`config.mk`:
```
export PLATFORM = sky130hd
export DESIGN_NAME = ctsr_ram
export DESIGN_NICKNAME = d
export VERILOG_FILES = /design/src/hw/rtl/ctsr_ram.sv
export SDC_FILE = /design/constraint.sdc
export NUM_CORES = 1
export LEC_CHECK = 0
export ABC_CLOCK_PERIOD_IN_PS = 3250
export BUFFER_PORTS_ARGS = -buffer_cell sky130_fd_sc_hd__buf_2
export CORE_ASPECT_RATIO = 1.75
export CORE_MARGIN = 5
export CORE_UTILIZATION = 60
export CTS_BUF_LIST = sky130_fd_sc_hd__clkbuf_8
export CTS_CLUSTER_DIAMETER = 40
export DETAILED_ROUTE_END_ITERATION = 10
export PLACE_DENSITY = 0.78
export SYNTH_ARGS = -nofsm -noshare
export SYNTH_HDL_FRONTEND = slang
export SYNTH_SLANG_ARGS = --single-unit
```
`constraint.sdc`:
```
create_clock -name clk_i -period 3.25 [get_ports clk_i]
set_clock_uncertainty 0.15 [all_clocks]
set_input_delay 0.1625 -clock clk_i [delete_from_list [all_inputs] [get_ports clk_i]]
set_output_delay 0.1625 -clock clk_i [all_outputs]
set_load 0.01 [all_outputs]
```
`src/hw/rtl/ctsr_ram.sv`:
```
// Generic single-port-write, single-port-read RAM with registered read data.
module ctsr_ram #(
  parameter int unsigned Width = 8,
  parameter int unsigned Depth = 16
) (
  input  logic                     clk_i,
  input  logic                     we_i,
  input  logic [$clog2(Depth)-1:0] waddr_i,
  input  logic [Width-1:0]         wdata_i,
  input  logic [$clog2(Depth)-1:0] raddr_i,
  output logic [Width-1:0]         rdata_o
);

  logic [Width-1:0] mem_q [Depth];

  always_ff @(posedge clk_i) begin
    if (we_i) begin
      mem_q[waddr_i] <= wdata_i;
    end
    rdata_o <= mem_q[raddr_i];
  end

endmodule

```
**After elaboration in Yosys (flattened, before gate mapping)**

Memory sizes are Yosys's and may differ from the RTL's. A register that Yosys moved wholly into a read port is not among the register bits.
Cells that the tools add are included.

- Muxes and demuxes: 2

Operators by type and width:

| kind | number |
|---|---|
| $mux W1 | 2 |

- Bits in registers: 0
- Memory bits (writable): 128
- Input port bits: 18
- Output and inout port bits: 8
- Word-level logic and storage cells: 3
- Memories: 1

Memories:

| memory | depth | bits a word | read ports | clocked after memory_dff | write ports | line | text |
|---|---|---|---|---|---|---|---|
| mem_q | 16 | 8 | 1 | 1 | 1 | 14 | `logic [Width-1:0] mem_q [Depth];` |

**Depth between registers and ports, before layout**

- Depth after elaboration: 2
- Mapped depth: 5
- Mapped depth without buffers: 3

**Worst setup path after synthesis**

Ideal clock, no wire load.

- Path kind: in2reg
- Start point: in waddr_i[2]
- End point: mem mem_q[0][0] (enable)
- Library setup time: 383 ps
- Data arrival time: 1272 ps
- Data required time: 2717 ps
- Setup slack: 1445 ps
- Cell stages on the path: 2
- Buffers on the path: 0
- Path through: or3b_2 > nor3_1

RTL lines:

| item | line | text |
|---|---|---|
| start, declared | 8 | `input logic [$clog2(Depth)-1:0] waddr_i,` |
| end, declared | 14 |  |

No word-level cell before the write port.

==> metrics.md <==
| Metric | Value |
|---|---|
| Status | `finished clean` |
| Final WL | `9310 um` |
| Initial core utilization | `0.615` |
| Initial antenna violation count | `0` |
| Ys Warns | `0` |
| GP Congestion | `0.784` |
| Peak supply drop | `around 0.0004 V` |
| Placeable Area | `roughly 0.0084 mm2` |
| Worst-path clk slew | `about 0.07 ns` |
| Setup TNS | `0 ns` |
| Die Wd | `80.0 um` |
| Critical path's largest stage delay | `roughly 0.57 ns` |
| Crit Path Class | `primary input to flip-flop` |
| FP Rows | `44` |
| Tot Pwr | `about 3.3 mW` |
| Fillers | `roughly 560` |
| Layout cell share with drive strength beyond 1 | `0.253` |
| Final Hold Viols | `0` |
| Fmax | `0.614 GHz` |
| Finish-stage setup viols | `0` |
| Vias in the first global route | `about 2,500` |
| Vias | `~2,400` |
| Cell Area, Synth | `about 0.005 mm2` |
| Height of the die | `~130 um` |
| Post-CTS Resized | `0` |
| Total clock sinks | `136` |
| Inserted Clock Buffers | `17` |
| Initial DRC Count | `approximately 190` |
| Period utilisation layout | `0.501` |
| Worst hold slack | `between 0.06 and 0.07 ns` |
| First-pass GRT wire length | `between 10,000 and 15,000 um` |
| Synth cell types | `19` |
| Register area share after synthesis | `0.778` |
| Final WS setup | `approximately 1.6 ns` |
| Max-cap violations | `0` |
| Min-Delay Path Class | `primary input to flip-flop` |
| Total track usage | `0.198` |
| Max Slew Vio Count | `0` |
| IO Pins | `26` |
| Detailed-route wire length per cell | `around 23 um` |
| CTS HTree Levels | `4` |
| Flops & latches, synth | `~140` |
| Deepest clock path buffer count | `2` |
| Leak pwr | `just under 2 nW` |
| Area delta synth->final | `12.6%` |
| Crit path max-delay cell type | `mux4_1` |
| Kind of start point of the critical path | `primary input` |
| CP Launch Point | `raddr_i[0]` |
| Clock root cell | `clkbuf_8` |
| Number of remaining DRC errors | `0` |
| Port bufs | `25` |
| CTS tree | `yes` |
| Crit path cell chain | `buf_2 > buf_12 > mux4_1 > a22oi_1 > nand2_1` |
| WP data arrival | `approximately 1.8 ns` |
| Largest net degree at the start of global routing | `33` |
| Power Dens Cells | `around 570 mW/mm2` |
| DR vias/cell | `roughly 6.0` |
| First-pass detailed-route iteration total | `4` |
| Synthesized area per cell | `roughly 22 um2` |
| Critical Path Fanout Max | `19` |
| ANT cells | `0` |
| Hold_sp | `waddr_i[0]` |
| Reg2reg start | `mem_q[9][2]` |
| Fin nets | `about 300` |
| Die Area | `approximately 0.011 mm2` |
| Overflow after GRT | `0` |
| Final worst path period need | `approximately 1.6 ns` |
| Worst slack, placed | `1.14 ns` |
| Worst endpoint required time | `roughly 3.4 ns` |
| Worst skew pair latency | `around 0.43 ns` |
| Worst Setup End Kind | `flip-flop` |
| RSZ-0062 raised after global routing | `no` |
| Post-synthesis cell count | `roughly 230` |
| Antenna Nets Post-Route | `0` |
| Dpl hpwl | `between 6000 and 7000 um` |
| Syn Nets | `between 200 and 250` |
| Worst rel slew slack | `0.323` |
| Worst-margin pin slew | `slightly above 1 ns` |
[per-stage QoR]
stage,area (um2),util,instances
after global routing,5790,0.692,404
after CTS,5790,0.692,404
after global placement,5380,0.643,364
after detailed placement,5380,0.643,364
final,5790,0.692,404
after floorplan,5150,-,229
[cells by family (layout without fill, tap and decap cells)]
group	after synthesis	count (layout)	share of synthesized area
AOI/OAI and AO/OA	16	16	0.0233
muxes	32	32	0.150
and+or+nand+nor	35	35	0.0318
buffers and inverters	10	70	0.0168
DFF	136	136	0.778
[worst max-delay path, delay by kind of cell]
family                 cells  cell delay, ns
multiplexers               1            0.57
AO/OA/AOI/OAI              1            0.19
AND/OR/NAND/NOR            1            0.08
buffers and inverters      2            0.78
[placed cells by master, fill, tap and decap left out]
cell type,n
a22oi_1,16
and2_1,1
and2b_1,1
buf_12,1
buf_2,25
buf_4,4
clkbuf_8,21
clkinv_2,3
dfxtp_1,8
dlygate4sd3_1,8
edfxtp_1,128
inv_1,8
mux4_1,14
mux4_2,18
nand2_1,9
nand2b_1,2
nand3_1,1
nand3b_1,2
nor2_1,13
nor2b_1,1
nor3_1,4
or3b_2,1
[sequential cells by signal, summed over array words and instances (netlist names)]
signal,cells
mem_q,128
rdata_o,8
[cells in the mapped netlist, drive strengths merged]
library cell	instances	area, um2
edfxtp	128	3840
mux4	32	773
a22oi	16	120
nor2	13	48.8
nand2	9	33.8
dfxtp	8	160
buf	7	56.3
nor3	4	20.0
clkdlybuf4s25	3	30.0
nand2b	2	12.5
nand3b	2	15.0
and2	1	6.26
and2b	1	7.51
nand3	1	5.00
nor2b	1	6.26
or3b	1	8.76
[repair_timing]
action / 4_1_cts / 5_1_grt
endpoints found under the hold margin: 128 / 0
hold buffers: 8 / 0
buffers inserted: 0 / 0
[power by group]
group | total [mW] | internal, mW | switching (mW) | leakage (nW)
combinational | 0.180 | 0.0793 | 0.101 | 0.534
sequential | 1.97 | 1.96 | 0.0107 | 1.22
clock | 1.16 | 0.582 | 0.574 | 0.205
[final timing paths]
kind | to | slack [ns] | cells after the start
min | mem_q[4][3] | 0.06 | 2
min reg2reg | rdata_o[7] | 0.51 | 3
max reg2reg | rdata_o[2] | 1.82 | 3
max | rdata_o[3] | 1.62 | 5
[routing by layer]
metal  vias to the layer above  wire length [um]  track usage
met5                         -                 0            0
met4                         0               162       0.0968
met3                        12               471       0.0537
met2                        89              5000        0.319
met1                      1246              3670        0.247
li1                       1066                 -            -
[area by class of cell]
cell class / count / area (um2) / share of cell area
clock buffer: 21 / 289 / 0.0499
clock inverter: 11 / 45.0 / 0.00777
multi-input combinational: 83 / 1060 / 0.182
sequential: 136 / 4000 / 0.691
tap: 115 / 144 / 0.0248
timing repair buffer: 38 / 255 / 0.0441
No activity file was read; power rests on OpenSTA's default activity.
